## config.mk

```make
export PLATFORM = sky130hd
export DESIGN_NAME = attack_decay_envelope
export DESIGN_NICKNAME = d
export VERILOG_FILES = /design/src/rtl/core/ade_pkg.sv /design/src/rtl/core/ade_csr.sv /design/src/rtl/core/ade_serial_mul.sv /design/src/rtl/core/attack_decay_envelope.sv
export SDC_FILE = /design/constraint.sdc
export NUM_CORES = 1
export LEC_CHECK = 0
export ABC_AREA = 1
export BUFFER_PORTS_ARGS = -buffer_cell sky130_fd_sc_hd__buf_4
export CAP_MARGIN = 20
export CORE_ASPECT_RATIO = 1.4
export CORE_MARGIN = 5
export CORE_UTILIZATION = 25
export CTS_CLUSTER_SIZE = 12
export DETAILED_ROUTE_END_ITERATION = 8
export MAX_ROUTING_LAYER = met4
export PLACE_DENSITY = 0.49
export REMOVE_ABC_BUFFERS = 1
export SLEW_MARGIN = 20
export SYNTH_ARGS = -nofsm -noshare
export SYNTH_HDL_FRONTEND = slang
export SYNTH_HIERARCHICAL = 1
export SYNTH_SLANG_ARGS = --single-unit
```

## constraint.sdc

```tcl
create_clock -name clock -period 22.5 [get_ports clock]
set_input_delay 3.375 -clock clock [delete_from_list [all_inputs] [get_ports clock]]
set_output_delay 3.375 -clock clock [all_outputs]
set_load 0.05 [all_outputs]
```

## src/rtl/core/ade_pkg.sv

```systemverilog
// ----------------------------------------------------------------------------
// ade_pkg: shared types and constants of the attack/decay envelope
// Register map, stage codes, sequencer states and configuration bundle.
// ----------------------------------------------------------------------------
`timescale 1ns / 1ps

package ade_pkg;

   localparam int REG_WIDTH         = 24;
   localparam int RECIP_BITS        = 24;
   localparam int OUT_WIDTH         = 24;
   localparam int STAGE_WIDTH       = 2;
   localparam int CSR_INDEX_WIDTH   = 3;
   localparam int DEF_COUNT_WIDTH   = 24;
   localparam int DEF_FRACTION_BITS = 23;

   localparam logic [REG_WIDTH-1:0] RST_RISE_SAMPLES    = 24'd2400;
   localparam logic [REG_WIDTH-1:0] RST_FALL_SAMPLES    = 24'd2400;
   localparam logic [REG_WIDTH-1:0] RST_IDLE_SAMPLES    = 24'd2400;
   localparam logic [REG_WIDTH-1:0] RST_RISE_RECIPROCAL = 24'd6991;
   localparam logic [REG_WIDTH-1:0] RST_FALL_RECIPROCAL = 24'd6991;
   localparam logic signed [REG_WIDTH-1:0] RST_OUT_MIN  = 24'sd0;
   localparam logic signed [REG_WIDTH-1:0] RST_OUT_MAX  = 24'sd8388607;

   typedef enum logic [CSR_INDEX_WIDTH-1:0] {
      CSR_RISE_SAMPLES    = 3'd0,
      CSR_FALL_SAMPLES    = 3'd1,
      CSR_IDLE_SAMPLES    = 3'd2,
      CSR_RISE_RECIPROCAL = 3'd3,
      CSR_FALL_RECIPROCAL = 3'd4,
      CSR_OUT_MIN         = 3'd5,
      CSR_OUT_MAX         = 3'd6
   } csr_index_type;

   typedef enum logic [STAGE_WIDTH-1:0] {
      STAGE_IDLE = 2'd0,
      STAGE_RISE = 2'd1,
      STAGE_FALL = 2'd2
   } stage_type;

   typedef enum logic [2:0] {
      ST_WAIT,
      ST_RECIP,
      ST_LEVEL_GO,
      ST_LEVEL,
      ST_OUT_GO,
      ST_OUT,
      ST_DONE
   } state_type;

   typedef enum logic [1:0] {
      MUL_RECIP,
      MUL_LEVEL,
      MUL_OUT
   } mul_sel_type;

   typedef struct packed {
      logic [REG_WIDTH-1:0]        rise_samples;
      logic [REG_WIDTH-1:0]        fall_samples;
      logic [REG_WIDTH-1:0]        idle_samples;
      logic [REG_WIDTH-1:0]        rise_reciprocal;
      logic [REG_WIDTH-1:0]        fall_reciprocal;
      logic signed [REG_WIDTH-1:0] out_min;
      logic signed [REG_WIDTH-1:0] out_max;
   } cfg_type;

endpackage

```

## src/rtl/core/ade_csr.sv

```systemverilog
// ----------------------------------------------------------------------------
// ade_csr: configuration registers
// Holds the stage lengths, reciprocals and output range written over csr_.
// ----------------------------------------------------------------------------
`timescale 1ns / 1ps

module ade_csr (
   input  logic                                clock,
   input  logic                                reset,
   input  logic                                csr_valid,
   output logic                                csr_ready,
   input  logic [ade_pkg::CSR_INDEX_WIDTH-1:0] csr_index,
   input  logic [ade_pkg::REG_WIDTH-1:0]       csr_wdata,
   output ade_pkg::cfg_type                    cfg
);
   import ade_pkg::*;

   cfg_type cfg_ff;
   cfg_type cfg_in;

   assign csr_ready = 1'b1;
   assign cfg       = cfg_ff;

   always_comb begin
      cfg_in = cfg_ff;
      if (csr_valid) begin
         case (csr_index_type'(csr_index))
            CSR_RISE_SAMPLES:    cfg_in.rise_samples    = csr_wdata;
            CSR_FALL_SAMPLES:    cfg_in.fall_samples    = csr_wdata;
            CSR_IDLE_SAMPLES:    cfg_in.idle_samples    = csr_wdata;
            CSR_RISE_RECIPROCAL: cfg_in.rise_reciprocal = csr_wdata;
            CSR_FALL_RECIPROCAL: cfg_in.fall_reciprocal = csr_wdata;
            CSR_OUT_MIN:         cfg_in.out_min         = signed'(csr_wdata);
            CSR_OUT_MAX:         cfg_in.out_max         = signed'(csr_wdata);
            default:             cfg_in                 = cfg_ff;
         endcase
      end
   end

   always_ff @(posedge clock) begin
      if (reset) begin
         cfg_ff.rise_samples    <= RST_RISE_SAMPLES;
         cfg_ff.fall_samples    <= RST_FALL_SAMPLES;
         cfg_ff.idle_samples    <= RST_IDLE_SAMPLES;
         cfg_ff.rise_reciprocal <= RST_RISE_RECIPROCAL;
         cfg_ff.fall_reciprocal <= RST_FALL_RECIPROCAL;
         cfg_ff.out_min         <= RST_OUT_MIN;
         cfg_ff.out_max         <= RST_OUT_MAX;
      end else begin
         cfg_ff <= cfg_in;
      end
   end

endmodule

```

## src/rtl/core/ade_serial_mul.sv

```systemverilog
// ----------------------------------------------------------------------------
// ade_serial_mul: bit-serial shift-add multiplier
// Signed multiplicand times unsigned multiplier, one multiplier bit per cycle.
// ----------------------------------------------------------------------------
`timescale 1ns / 1ps

module ade_serial_mul #(
   parameter int AW = 25,
   parameter int BW = 24
) (
   input  logic                    clock,
   input  logic                    reset,
   input  logic                    start,
   input  logic signed [AW-1:0]    a,
   input  logic [BW-1:0]           b,
   output logic                    done,
   output logic signed [AW+BW-1:0] product
);
   import ade_pkg::*;

   localparam int CNTW = $clog2(BW + 1);

   logic signed [AW-1:0] a_ff;
   logic signed [AW-1:0] a_in;
   logic signed [AW-1:0] hi_ff;
   logic signed [AW-1:0] hi_in;
   logic [BW-1:0]        lo_ff;
   logic [BW-1:0]        lo_in;
   logic [CNTW-1:0]      cnt_ff;
   logic [CNTW-1:0]      cnt_in;
   logic                 done_ff;
   logic                 done_in;
   logic [AW:0]          sum_w;

   assign sum_w = {hi_ff[AW-1], hi_ff} + (lo_ff[0] ? {a_ff[AW-1], a_ff} : '0);

   always_comb begin
      a_in    = a_ff;
      hi_in   = hi_ff;
      lo_in   = lo_ff;
      cnt_in  = cnt_ff;
      done_in = 1'b0;
      if (start) begin
         a_in   = a;
         hi_in  = '0;
         lo_in  = b;
         cnt_in = CNTW'(BW);
      end else if (cnt_ff != '0) begin
         hi_in   = signed'(sum_w[AW:1]);
         lo_in   = {sum_w[0], lo_ff[BW-1:1]};
         cnt_in  = cnt_ff - 1'b1;
         done_in = (cnt_ff == CNTW'(1));
      end
   end

   always_ff @(posedge clock) begin
      a_ff  <= a_in;
      hi_ff <= hi_in;
      lo_ff <= lo_in;
   end

   always_ff @(posedge clock) begin
      if (reset) begin
         cnt_ff  <= '0;
         done_ff <= 1'b0;
      end else begin
         cnt_ff  <= cnt_in;
         done_ff <= done_in;
      end
   end

   assign done    = done_ff;
   assign product = {hi_ff, lo_ff};

endmodule

```

## src/rtl/core/attack_decay_envelope.sv

```systemverilog
// ----------------------------------------------------------------------------
// attack_decay_envelope: one-shot attack/decay envelope generator
// Products: step (on a trigger or end of rise), then level, then output, in
//   turn on one bit-serial multiplier, BW = max(FRACTION_BITS+1, 24) bits.
// One item at a time: a new request is taken only after the last result is
//   in the response register, which waits until the response slot is free.
// Reset: stage idle, phase zero, level about 0.0001, multiplier one,
//   configuration registers at their defaults, no result pending.
// ----------------------------------------------------------------------------
`timescale 1ns / 1ps

module attack_decay_envelope #(
   parameter int COUNT_WIDTH   = ade_pkg::DEF_COUNT_WIDTH,
   parameter int FRACTION_BITS = ade_pkg::DEF_FRACTION_BITS
) (
   input  logic                                clock,
   input  logic                                reset,
   input  logic                                req_valid,
   output logic                                req_ready,
   input  logic                                req_trigger,
   output logic                                rsp_valid,
   input  logic                                rsp_ready,
   output logic signed [ade_pkg::OUT_WIDTH-1:0] rsp_envelope_value,
   output logic [ade_pkg::STAGE_WIDTH-1:0]     rsp_stage_now,
   input  logic                                csr_valid,
   output logic                                csr_ready,
   input  logic [ade_pkg::CSR_INDEX_WIDTH-1:0] csr_index,
   input  logic [ade_pkg::REG_WIDTH-1:0]       csr_wdata
);
   import ade_pkg::*;

   localparam int LW   = FRACTION_BITS + 1;
   localparam int AW   = (FRACTION_BITS + 2 > REG_WIDTH + 1) ? FRACTION_BITS + 2
                                                             : REG_WIDTH + 1;
   localparam int BW   = (LW > RECIP_BITS) ? LW : RECIP_BITS;
   localparam int PW   = AW + BW;
   localparam int CMPW = (COUNT_WIDTH > REG_WIDTH) ? COUNT_WIDTH : REG_WIDTH;
   localparam int VW   = OUT_WIDTH + 3;

   localparam longint ONE_L = longint'(1) << FRACTION_BITS;
   localparam logic [LW-1:0] ONE_Q       = LW'(ONE_L);
   localparam logic [LW-1:0] LEVEL_RESET = LW'((ONE_L + 64'd5000) / 64'd10000);
   localparam logic [LW-1:0] K_FALL      = LW'((ONE_L * 64'd9999 + 64'd5000) / 64'd10000);
   localparam logic [PW:0]   RECIP_HALF  = (PW+1)'(1) << (RECIP_BITS - 1);
   localparam logic [PW:0]   LEVEL_HALF  = (PW+1)'(1) << (FRACTION_BITS - 1);
   localparam logic signed [VW-1:0] OUT_HI = VW'((longint'(1) << (OUT_WIDTH - 1)) - 1);
   localparam logic signed [VW-1:0] OUT_LO = -VW'(longint'(1) << (OUT_WIDTH - 1));

   cfg_type cfg;

   state_type state_ff;
   state_type state_in;

   stage_type             stage_ff;
   stage_type             stage_in;
   logic [COUNT_WIDTH-1:0] phase_ff;
   logic [COUNT_WIDTH-1:0] phase_in;
   logic [LW-1:0]          level_ff;
   logic [LW-1:0]          level_in;
   logic [LW-1:0]          mult_ff;
   logic [LW-1:0]          mult_in;
   logic                   recip_fall_ff;
   logic                   recip_fall_in;

   logic                         rsp_valid_ff;
   logic                         rsp_valid_in;
   logic signed [OUT_WIDTH-1:0]  rsp_value_ff;
   logic signed [OUT_WIDTH-1:0]  rsp_value_in;
   logic [STAGE_WIDTH-1:0]       rsp_stage_ff;
   logic [STAGE_WIDTH-1:0]       rsp_stage_in;

   logic        load_state;
   logic        load_mult;
   logic        load_level;
   logic        load_rsp;
   logic        mul_start;
   mul_sel_type mul_sel;
   logic        slot_free;

   stage_type              stage_a;
   logic [COUNT_WIDTH-1:0] phase_a;
   logic [REG_WIDTH-1:0]   len;
   logic                   stage_end;
   stage_type              stage_n;
   logic [COUNT_WIDTH-1:0] phase_mid;
   logic [LW-1:0]          level_n;
   logic [LW-1:0]          mult_n;
   logic                   need_recip;
   logic                   recip_fall_n;

   logic signed [AW-1:0]   mul_a;
   logic [BW-1:0]          mul_b;
   logic                   mul_done;
   logic signed [PW-1:0]   prod;
   logic [LW-1:0]          level_clip;
   logic signed [REG_WIDTH:0] diff;

   logic [PW:0]            prod_ext;
   logic [PW:0]            rsum;
   logic [PW:0]            lsum;
   logic [LW-1:0]          r_val;
   logic [LW:0]            m_wide;
   logic [LW-1:0]          mult_post;
   logic [LW:0]            lv;
   logic [LW-1:0]          level_post;
   logic signed [VW-1:0]   v_scaled;
   logic signed [VW-1:0]   v_sum;
   logic signed [OUT_WIDTH-1:0] v_sat;

   ade_csr u_csr (
      .clock     (clock),
      .reset     (reset),
      .csr_valid (csr_valid),
      .csr_ready (csr_ready),
      .csr_index (csr_index),
      .csr_wdata (csr_wdata),
      .cfg       (cfg)
   );

   ade_serial_mul #(
      .AW (AW),
      .BW (BW)
   ) u_mul (
      .clock   (clock),
      .reset   (reset),
      .start   (mul_start),
      .a       (mul_a),
      .b       (mul_b),
      .done    (mul_done),
      .product (prod)
   );

   // Stage decision for the item on the input port
   always_comb begin
      stage_a = req_trigger ? STAGE_RISE : stage_ff;
      phase_a = req_trigger ? '0 : phase_ff;
      case (stage_a)
         STAGE_RISE: len = cfg.rise_samples;
         STAGE_FALL: len = cfg.fall_samples;
         default:    len = cfg.idle_samples;
      endcase
      stage_end = (CMPW'(phase_a) >= CMPW'(len));

      stage_n      = stage_a;
      phase_mid    = phase_a;
      level_n      = level_ff;
      mult_n       = mult_ff;
      need_recip   = req_trigger;
      recip_fall_n = 1'b0;
      if (stage_end) begin
         phase_mid = '0;
         case (stage_a)
            STAGE_RISE: begin
               stage_n      = STAGE_FALL;
               level_n      = ONE_Q;
               need_recip   = 1'b1;
               recip_fall_n = 1'b1;
            end
            STAGE_FALL: begin
               stage_n    = STAGE_IDLE;
               level_n    = '0;
               mult_n     = ONE_Q;
               need_recip = 1'b0;
            end
            default: begin
               stage_n    = STAGE_IDLE;
               level_n    = '0;
               mult_n     = '0;
               need_recip = 1'b0;
            end
         endcase
      end
   end

   // Multiplier operands
   assign level_clip = (level_ff > ONE_Q) ? ONE_Q : level_ff;
   assign diff = {cfg.out_max[REG_WIDTH-1], cfg.out_max}
               - {cfg.out_min[REG_WIDTH-1], cfg.out_min};

   always_comb begin
      case (mul_sel)
         MUL_RECIP: begin
            if (recip_fall_n) begin
               mul_a = signed'(AW'(K_FALL));
               mul_b = BW'(cfg.fall_reciprocal);
            end else begin
               mul_a = signed'(AW'(ONE_Q - level_clip));
               mul_b = BW'(cfg.rise_reciprocal);
            end
         end
         MUL_LEVEL: begin
            mul_a = signed'(AW'(level_ff));
            mul_b = BW'(mult_ff);
         end
         MUL_OUT: begin
            mul_a = AW'(diff);
            mul_b = BW'(level_ff);
         end
         default: begin
            mul_a = '0;
            mul_b = '0;
         end
      endcase
   end

   // Product rounding and saturation
   always_comb begin
      prod_ext = {prod[PW-1], prod};
      rsum     = prod_ext + RECIP_HALF;
      lsum     = prod_ext + LEVEL_HALF;
      r_val    = rsum[RECIP_BITS +: LW];
      if (recip_fall_ff) begin
         m_wide    = '0;
         mult_post = (r_val >= ONE_Q) ? '0 : ONE_Q - r_val;
      end else begin
         m_wide    = {1'b0, r_val} + {1'b0, ONE_Q};
         mult_post = m_wide[LW] ? '1 : m_wide[LW-1:0];
      end
      lv         = lsum[FRACTION_BITS +: LW+1];
      level_post = (lv > {1'b0, ONE_Q}) ? ONE_Q : lv[LW-1:0];
      v_scaled   = signed'(lsum[FRACTION_BITS +: VW]);
      v_sum      = v_scaled + VW'(cfg.out_min);
      if (v_sum > OUT_HI) begin
         v_sat = OUT_HI[OUT_WIDTH-1:0];
      end else if (v_sum < OUT_LO) begin
         v_sat = OUT_LO[OUT_WIDTH-1:0];
      end else begin
         v_sat = v_sum[OUT_WIDTH-1:0];
      end
   end

   assign slot_free = !rsp_valid_ff || rsp_ready;

   // Sequencer next state
   always_comb begin
      state_in = state_ff;
      case (state_ff)
         ST_WAIT: begin
            if (req_valid) begin
               state_in = need_recip ? ST_RECIP : ST_LEVEL_GO;
            end
         end
         ST_RECIP: begin
            if (mul_done) begin
               state_in = ST_LEVEL_GO;
            end
         end
         ST_LEVEL_GO: state_in = ST_LEVEL;
         ST_LEVEL: begin
            if (mul_done) begin
               state_in = ST_OUT_GO;
            end
         end
         ST_OUT_GO: state_in = ST_OUT;
         ST_OUT: begin
            if (mul_done) begin
               state_in = ST_DONE;
            end
         end
         ST_DONE: begin
            if (slot_free) begin
               state_in = ST_WAIT;
            end
         end
         default: state_in = ST_WAIT;
      endcase
   end

   // Sequencer outputs
   always_comb begin
      req_ready  = 1'b0;
      load_state = 1'b0;
      load_mult  = 1'b0;
      load_level = 1'b0;
      load_rsp   = 1'b0;
      mul_start  = 1'b0;
      mul_sel    = MUL_RECIP;
      case (state_ff)
         ST_WAIT: begin
            req_ready  = 1'b1;
            load_state = req_valid;
            mul_start  = req_valid && need_recip;
         end
         ST_RECIP:    load_mult = mul_done;
         ST_LEVEL_GO: begin
            mul_start = 1'b1;
            mul_sel   = MUL_LEVEL;
         end
         ST_LEVEL:    load_level = mul_done;
         ST_OUT_GO: begin
            mul_start = 1'b1;
            mul_sel   = MUL_OUT;
         end
         ST_DONE:     load_rsp = slot_free;
         default:     req_ready = 1'b0;
      endcase
   end

   // Envelope state and result register
   always_comb begin
      stage_in      = stage_ff;
      phase_in      = phase_ff;
      level_in      = level_ff;
      mult_in       = mult_ff;
      recip_fall_in = recip_fall_ff;
      if (load_state) begin
         stage_in      = stage_n;
         phase_in      = (phase_mid != '1) ? phase_mid + 1'b1 : phase_mid;
         level_in      = level_n;
         mult_in       = mult_n;
         recip_fall_in = recip_fall_n;
      end
      if (load_mult) begin
         mult_in = mult_post;
      end
      if (load_level) begin
         level_in = level_post;
      end

      rsp_valid_in = rsp_valid_ff && !rsp_ready;
      rsp_value_in = rsp_value_ff;
      rsp_stage_in = rsp_stage_ff;
      if (load_rsp) begin
         rsp_valid_in = 1'b1;
         rsp_value_in = v_sat;
         rsp_stage_in = stage_ff;
      end
   end

   always_ff @(posedge clock) begin
      if (reset) begin
         state_ff      <= ST_WAIT;
         stage_ff      <= STAGE_IDLE;
         phase_ff      <= '0;
         level_ff      <= LEVEL_RESET;
         mult_ff       <= ONE_Q;
         recip_fall_ff <= 1'b0;
         rsp_valid_ff  <= 1'b0;
      end else begin
         state_ff      <= state_in;
         stage_ff      <= stage_in;
         phase_ff      <= phase_in;
         level_ff      <= level_in;
         mult_ff       <= mult_in;
         recip_fall_ff <= recip_fall_in;
         rsp_valid_ff  <= rsp_valid_in;
      end
   end

   always_ff @(posedge clock) begin
      rsp_value_ff <= rsp_value_in;
      rsp_stage_ff <= rsp_stage_in;
   end

   assign rsp_valid          = rsp_valid_ff;
   assign rsp_envelope_value = rsp_value_ff;
   assign rsp_stage_now      = rsp_stage_ff;

endmodule
```

==> metrics.cfg, run 1 <==
[critical_path]
critPathLaunchType = input pin
crit_top_cell = nand2_1
r2r-end = phase_ff[0]
cp.required_ns = 23.05
cp_top_family = simple AND/OR/NAND/NOR gates
arrival_ns = 9.39
timing.rr.start = stage_ff[1]
crit_type = in -> reg
slowest_delay_ns = 0.76
cp-startpoint = req_trigger
crit_cells = 28
critPathCapture = phase_ff[0]
regToRegSetupSlack_ns = 16.32
cp-end-kind = flop
path_buf_inv = 8
crit_fanout = 42
worst_path_max_delay_cell = nand3_1
ff2ff_path_depth = 28

[synthesis]
synth_seq_cells = 353
synth-edff-count = 75
synthFlopType = dfxtp_1
synth_area_per_cell_um2 = 6.42
netlist_top_cells_area = dfxtp_1 23%, nand2_1 16%, edfxtp_1 9.2%
netlist_instances = 3818
ys_seq_area_share_pct = 31.9
ys_warn_count = 6
postSynth.asyncResetShare_pct = 0
syn_area_mm2 = 0.0245
yosys.area.top_type = dfxtp_1
yosysUniqueCellTypes = 55
synth_top_cell_area_share_pct = 22.7

[timing]
finalCriticalPeriod_ns = 8.83
worst_pin_slew_ns = 1.04
hold_viol = 0
fin_skew_ns = 0.0328
setup_viol = 0
final.period_utilization_pct = 39.3
setup_tns_ns = 0
rsz0062_at_grt = no
max_clock_freq_mhz = 113
drv_slew = 0
setup_ws_ns = 13.67
relSlewSlack_pct = 30.3

[placed_design]
place_area_mm2 = 0.0261
dpl_worst_slack_ns = 13.04
hpwl_um = 74800
gp_congestion = 0.939
place.port_buffers = 60

[power]
leakage_nw = 12.3
ir_drop_mv = 0.0546
powerDensity_mw_per_mm2 = 113
power.total_mw = 3.12

[routing]
wl_per_cell_um = 18.7
vias = 24427
wl_um = 95900
drc = 0
antenna_left = 0
first_pass_iters = 7
post_drt_via_cell_ratio = 4.76
drtIter0Drc = 1650

[global_route]
overflow = 0
antenna_found_initial = 0
grt_max_degree = 93
grt.met1_usage_pct = 20.0
grt_pass1_vias = 23709
gr-usage-met3_pct = 1.93
grt_pass1_wl_um = 145000
grt.total_usage_pct = 18.4
grt-busiest-layer = met2
grt_use_met2_pct = 33.1

[cells_and_area]
final_area_mm2 = 0.0276
diodes = 0
drive_gt1_share_pct = 6.92
nets = 3948
area_growth_pct = 12.5

[run]
cap_violations = 0

[clocking]
numCtsBuffers = 42
clock-sinks = 353
ctsResizeCount = 0
insertion_delay_ns = 0.60
ctsLongestPathBuffers = 3
path_clk_slew_ns = 0.06
htreeDepth = 2
cts_tree = built
hold_buffers = 0
cts_root_buffer = clkbuf_16
cts_post_setup_buffers_inserted = 0

[worst_hold_path]
min_path_type = reg -> reg

[floorplan]
core_area_mm2 = 0.0970
dieArea_mm2 = 0.104
die-height_um = 380
ioPinCount = 62
num_rows = 135
initial_core_util_pct = 25.3
die_x_um = 275

[status]
status = completed

==> per-stage QoR <==
step           cells  hold slack (ns)  utilization (%)
2_1_floorplan   3668            0.424                -
6_report        5133            0.456             28.4
4_1_cts         5133            0.456             28.4
5_1_grt         5133            0.476             28.4
3_3_place_gp    5057            0.435             26.9
3_5_place_dp    5057            0.441             26.9
==> power breakdown <==
group	internal (mW)	switching [mW]	total, mW
Sequential	0.786	0.106	0.893
Clock	0.444	0.296	0.740
Combinational	0.446	1.05	1.49
Total	1.68	1.45	3.12
==> layout by cell type (no fill, tap or decap), drive strengths merged <==
cell,instances
clkinv,17
o21ai,172
clkbuf,58
inv,446
nor3,36
o221ai,28
bufinv,6
a221o,8
a211oi,3
edfxtp,75
nor2,600
and2,7
a221oi,1
xnor2,18
nand2,1069
o211ai,22
o2bb2ai,16
o21bai,25
xor2,57
a21o,12
fa,3
nand3,366
a21boi,3
nand3b,7
o31ai,3
a21oi,192
o22ai,2
conb,1
o21a,5
buf,88
o41ai,2
nor4,5
o2111ai,1
ha,112
nand4,67
a31o,1
or2,12
dfxtp,278
clkinvlp,2
a31oi,6
==> Yosys cell counts (all sizes together) (16+ instances only) <==
library cell,count
a21oi,192
buf,72
clkbuf,78
dfxtp,278
edfxtp,75
ha,112
inv,443
nand2,1069
nand3,366
nand4,67
nor2,600
nor3,36
o211ai,22
o21ai,172
o21bai,25
o221ai,28
o2bb2ai,16
xnor2,18
xor2,57
==> area by class of cell <==
| class | count | area, um^2 |
|---|---|---|
| sequential | 353 | 7820 |
| tap | 1301 | 1630 |
| clock inverter | 18 | 265 |
| fill | 11053 | 69400 |
| inverter | 453 | 1700 |
| timing repair buffer | 88 | 661 |
| multi-input combinational | 2862 | 14300 |
| clock buffer | 58 | 1200 |
==> how the worst min path moves through the flow <==
stage	from	endpoint	depth (start not counted)
final	u_csr/cfg[75]	u_csr/cfg[75]	2
after detailed placement	u_csr/cfg[80]	u_csr/cfg[80]	2
after global placement	u_csr/cfg[75]	u_csr/cfg[75]	2
after CTS	u_csr/cfg[75]	u_csr/cfg[75]	2
after global routing	u_csr/cfg[73]	u_csr/cfg[73]	2
after floorplan	u_csr/cfg[72]	u_csr/cfg[72]	2
==> per-layer routing <==
metal  vias up  wire [um]
li1      12328          -
met1     11326      37500
met2       569      49700
met3       204       3010
met4         0       5680
met5         -          0
==> kinds of logic (layout without fill, tap and decap cells) <==
group	count (synthesis)	after routing	share of synthesized area, %
buffers and inverters	603	617	9.88
flip-flops	353	353	31.9
other	1	1	0.0153
XOR/XNOR	75	75	2.79
AO/OA/AOI/OAI	502	502	12.0
adder cells (fa/ha/maj)	115	115	5.97
AND/OR/NAND/NOR	2169	2169	37.4
==> flip-flops by register name (all words and copies together), names as in the netlist <==
register and count:
u_mul/a_ff 25, level_ff 24, mult_ff 24, rsp_stage_now 2, u_mul/done 1, u_csr/cfg 168
u_mul/lo_ff 24, rsp_valid 1, u_mul/cnt_ff 5, u_mul/hi_ff 25, rsp_envelope_value 24, recip_fall_ff 1
phase_ff 24, state_ff 3, stage_ff 2
==> worst min-delay path, stage by stage (launching register included) <==
cell     delay, ns
dfxtp_1       0.32
nand2_1       0.06
nand3_1       0.05
Note: power is estimated with default switching activity, not from simulation.
==> run 2, diff against run 1 <==
--- a/config.mk
+++ b/config.mk
@@ -14,7 +14,7 @@
 export CTS_CLUSTER_SIZE = 12
 export DETAILED_ROUTE_END_ITERATION = 8
 export MAX_ROUTING_LAYER = met4
-export PLACE_DENSITY = 0.49
+export PLACE_DENSITY = 0.5
 export REMOVE_ABC_BUFFERS = 1
 export SLEW_MARGIN = 20
 export SYNTH_ARGS = -nofsm -noshare
==> constraint.sdc (replaced) <==
create_clock -name clock -period 7.2 [get_ports clock]
set_input_delay 1.08 -clock clock [delete_from_list [all_inputs] [get_ports clock]]
set_output_delay 1.08 -clock clock [all_outputs]
set_load 0.05 [all_outputs]
==> run 2 against run 1 <==
Sequential power rose to 3.1 times the previous value; final area shrank 0.29%; sequential cell count unchanged; first-iteration DRC count up 3.4%; largest cell class unchanged; power grew to 3.1 times the previous value; core utilization fell by 0.081 points; clock skew fell by 0.011 ns; via count increased by 0.71%.
==> metrics.cfg, run 2 (synthesis results as in run 1) <==
[floorplan]
core_area_mm2 = 0.0970  ; unchanged
die-height_um = 380  ; unchanged
ioPinCount = 62  ; unchanged
dieArea_mm2 = 0.104  ; unchanged
num_rows = 135  ; unchanged
initial_core_util_pct = 25.3  ; unchanged
die_x_um = 275  ; unchanged

[power]
leakage_nw = 12.2  ; was 12.3 nW
p_sw_share_pct = 47.3  ; was 46.4%
p_comb_share_pct = 48.7  ; was 47.7%
intPower_mw = 5.08  ; was 1.68 mW
powerDensity_mw_per_mm2 = 351  ; was 113 mW/mm^2
clkPwrFrac_pct = 22.3  ; was 23.7%
ir_drop_mv = 0.165  ; was 0.0546 mV
p_sw_mw = 4.56  ; was 1.45 mW
power.total_mw = 9.64  ; was 3.12 mW
p_seq_share_pct = 29.0  ; was 28.6%

[cells_and_area]
final_common_cell = nand2_1  ; unchanged
area_growth_pct = 12.2  ; was 12.5%
nets = 3949  ; was 3,948
layout_common_cells = 1,055 x nand2_1, 552 x nor2_1, 423 x inv_1, 363 x nand3_1, 278 x dfxtp_1  ; was 1,055 x nand2_1, 552 x nor2_1, 422 x inv_1, 363 x nand3_1, 278 x dfxtp_1
drive_gt1_share_pct = 6.86  ; was 6.92%
fillCellCount = 11009  ; was 11,053
largest_register_ffs = 168  ; unchanged
final_area_mm2 = 0.0275  ; was 0.0276 mm^2
diodes = 0  ; unchanged

[clocking]
cts_root_buffer = clkbuf_16  ; unchanged
hold_buffers = 0  ; unchanged
insertion_delay_ns = 0.60  ; about the same
numCtsBuffers = 41  ; was 42
ctsResizeCount = 0  ; unchanged
htreeDepth = 2  ; unchanged
clock-sinks = 353  ; unchanged
cts_post_setup_buffers_inserted = 0  ; unchanged
cts_tree = built  ; unchanged
ctsLongestPathBuffers = 3  ; unchanged
path_clk_slew_ns = 0.06  ; about the same

[timing]
rsz0062_at_grt = no  ; unchanged
setup_viol = 0  ; unchanged
drv_slew = 0  ; unchanged
final.period_utilization_pct = 78.2
setup_tns_ns = 0  ; unchanged
hold_viol = 0  ; unchanged
relSlewSlack_pct = 33.9  ; was 30.3%
fin_skew_ns = 0.0222  ; was 0.0328 ns
hold-worst-slack_ns = 0.454  ; was 0.456 ns
finalCriticalPeriod_ns = 5.63
worst_pin_slew_ns = 0.989  ; was 1.04 ns
max_clock_freq_mhz = 178
setup_ws_ns = 1.57  ; was 13.67 ns

[critical_path]
timing.rr.start = stage_ff[1]  ; unchanged
regToRegSetupSlack_ns = 1.86  ; was 16.32 ns
crit_fanout = 41  ; was 42
ff2ff_path_depth = 26  ; was 28
r2r-end = phase_ff[18]  ; was phase_ff[0]
cp-end-kind = flop  ; unchanged
critPathLaunchType = input pin  ; unchanged
arrival_ns = 6.15  ; was 9.39 ns
cp.required_ns = 7.72  ; was 23.05 ns
crit_type = in -> reg  ; unchanged

[routing]
wl_um = 97200  ; was 95,900 um
antenna_left = 0  ; unchanged
drc = 0  ; unchanged
wl_per_cell_um = 18.9  ; was 18.7 um
drtIter0Drc = 1706  ; was 1,650
post_drt_via_cell_ratio = 4.79  ; was 4.76
vias = 24601  ; was 24,427
first_pass_iters = 6  ; was 7

[placed_design]
gp_congestion = 0.979  ; was 0.939
place_area_mm2 = 0.0261  ; about the same
place.port_buffers = 60  ; unchanged
dpl_worst_slack_ns = 0.994  ; was 13.04 ns
hpwl_um = 74900  ; was 74,800 um

[global_route]
grt.total_usage_pct = 18.6  ; was 18.4%
grt_pass1_wl_um = 146000  ; was 145,000 um
antenna_found_initial = 0  ; unchanged
grt_pass1_vias = 23662  ; was 23,709
overflow = 0  ; unchanged
grt_max_degree = 169  ; was 93

[status]
status = completed  ; unchanged

[worst_hold_path]
hold_start = u_csr/cfg[74]  ; was u_csr/cfg[75]
min_to = u_csr/cfg[74]  ; was u_csr/cfg[75]
min_path_type = reg -> reg  ; unchanged
hold_path_depth = 2  ; unchanged

[run]
cap_violations = 0  ; unchanged

==> run 2: cell types whose count changed in the layout (fill, tap and decap cells not counted), moves of 2 or more <==
cell / before / now
bufinv_16: 6 / 2
clkinv_2: 5 / 3
clkbuf_1: 8 / 10
clkinvlp_4: 2 / 4
==> run 2: area by class of cell <==
type	count	area, um^2	share of cell area [%]
Clock buffer	59	1180	4.31
Clock inverter	15	169	0.615
Inverter	453	1700	6.20
Multi-Input combinational cell	2862	14300	52.0
Sequential cell	353	7820	28.4
Tap cell	1301	1630	5.92
Timing Repair Buffer	90	688	2.50
==> run 2: worst max path at each step <==
stage	start	to	slack, ns	cells after the start
global placement	req_trigger	phase_ff[18]	1.04	25
detailed placement	req_trigger	phase_ff[10]	0.99	26
global route	req_trigger	phase_ff[21]	1.11	26
finish	req_trigger	phase_ff[18]	1.57	26
floorplan	req_trigger	u_mul/lo_ff[0]	-4.80	20
CTS	req_trigger	phase_ff[23]	1.63	26
==> run 2: metrics by stage <==
| stage | util [%] | std cells |
|---|---|---|
| after floorplan | - | 3668 |
| after global placement | 26.9 | 5059 |
| after detailed placement | 26.9 | 5059 |
| after CTS | 28.3 | 5133 |
| after global routing | 28.3 | 5133 |
| final | 28.3 | 5133 |
==> run 2: worst max-delay path, stage by stage <==
cell,delay (ns)
buf_4,0.30
nor2_1,0.12
inv_1,0.09
ha_1,0.77
a221o_1,0.27
o21ai_0,0.09
ha_1,0.33
nand2_1,0.07
nor2_1,0.04
and2_1,0.15
nor2_1,0.08
nand3_1,0.10
nand2_1,0.10
buf_4,0.38
nand3_1,0.12
inv_1,0.10
ha_1,0.29
nand2_1,0.10
nor2_2,0.29
inv_1,0.10
nor2_1,0.15
nand3_1,0.40
buf_4,0.37
nand3_1,0.10
nor2_1,0.04
nor2_1,0.09
==> run 2: per-layer routing <==
metal | up-vias | track usage, % | part of all wire, % | routed length [um]
met5 | - | - | 0 | 0
met2 | 630 | 33.2 | 51 | 49500
met4 | 0 | 8.83 | 5.8 | 5670
met3 | 188 | 1.65 | 3.8 | 3730
met1 | 11456 | 20.8 | 39 | 38300
li1 | 12327 | - | - | -
==> run 2: power groups by stage <==
| stage | combinational (mW) | clock, mW | sequential, mW |
|---|---|---|---|
| detailed placement | 4.68 | 0 | 2.83 |
| global placement | 4.66 | 0 | 2.83 |
| global route | 5.26 | 2.27 | 2.82 |
| CTS | 4.70 | 2.22 | 2.79 |
| finish | 4.70 | 2.15 | 2.80 |
| floorplan | 3.23 | 0 | 2.69 |
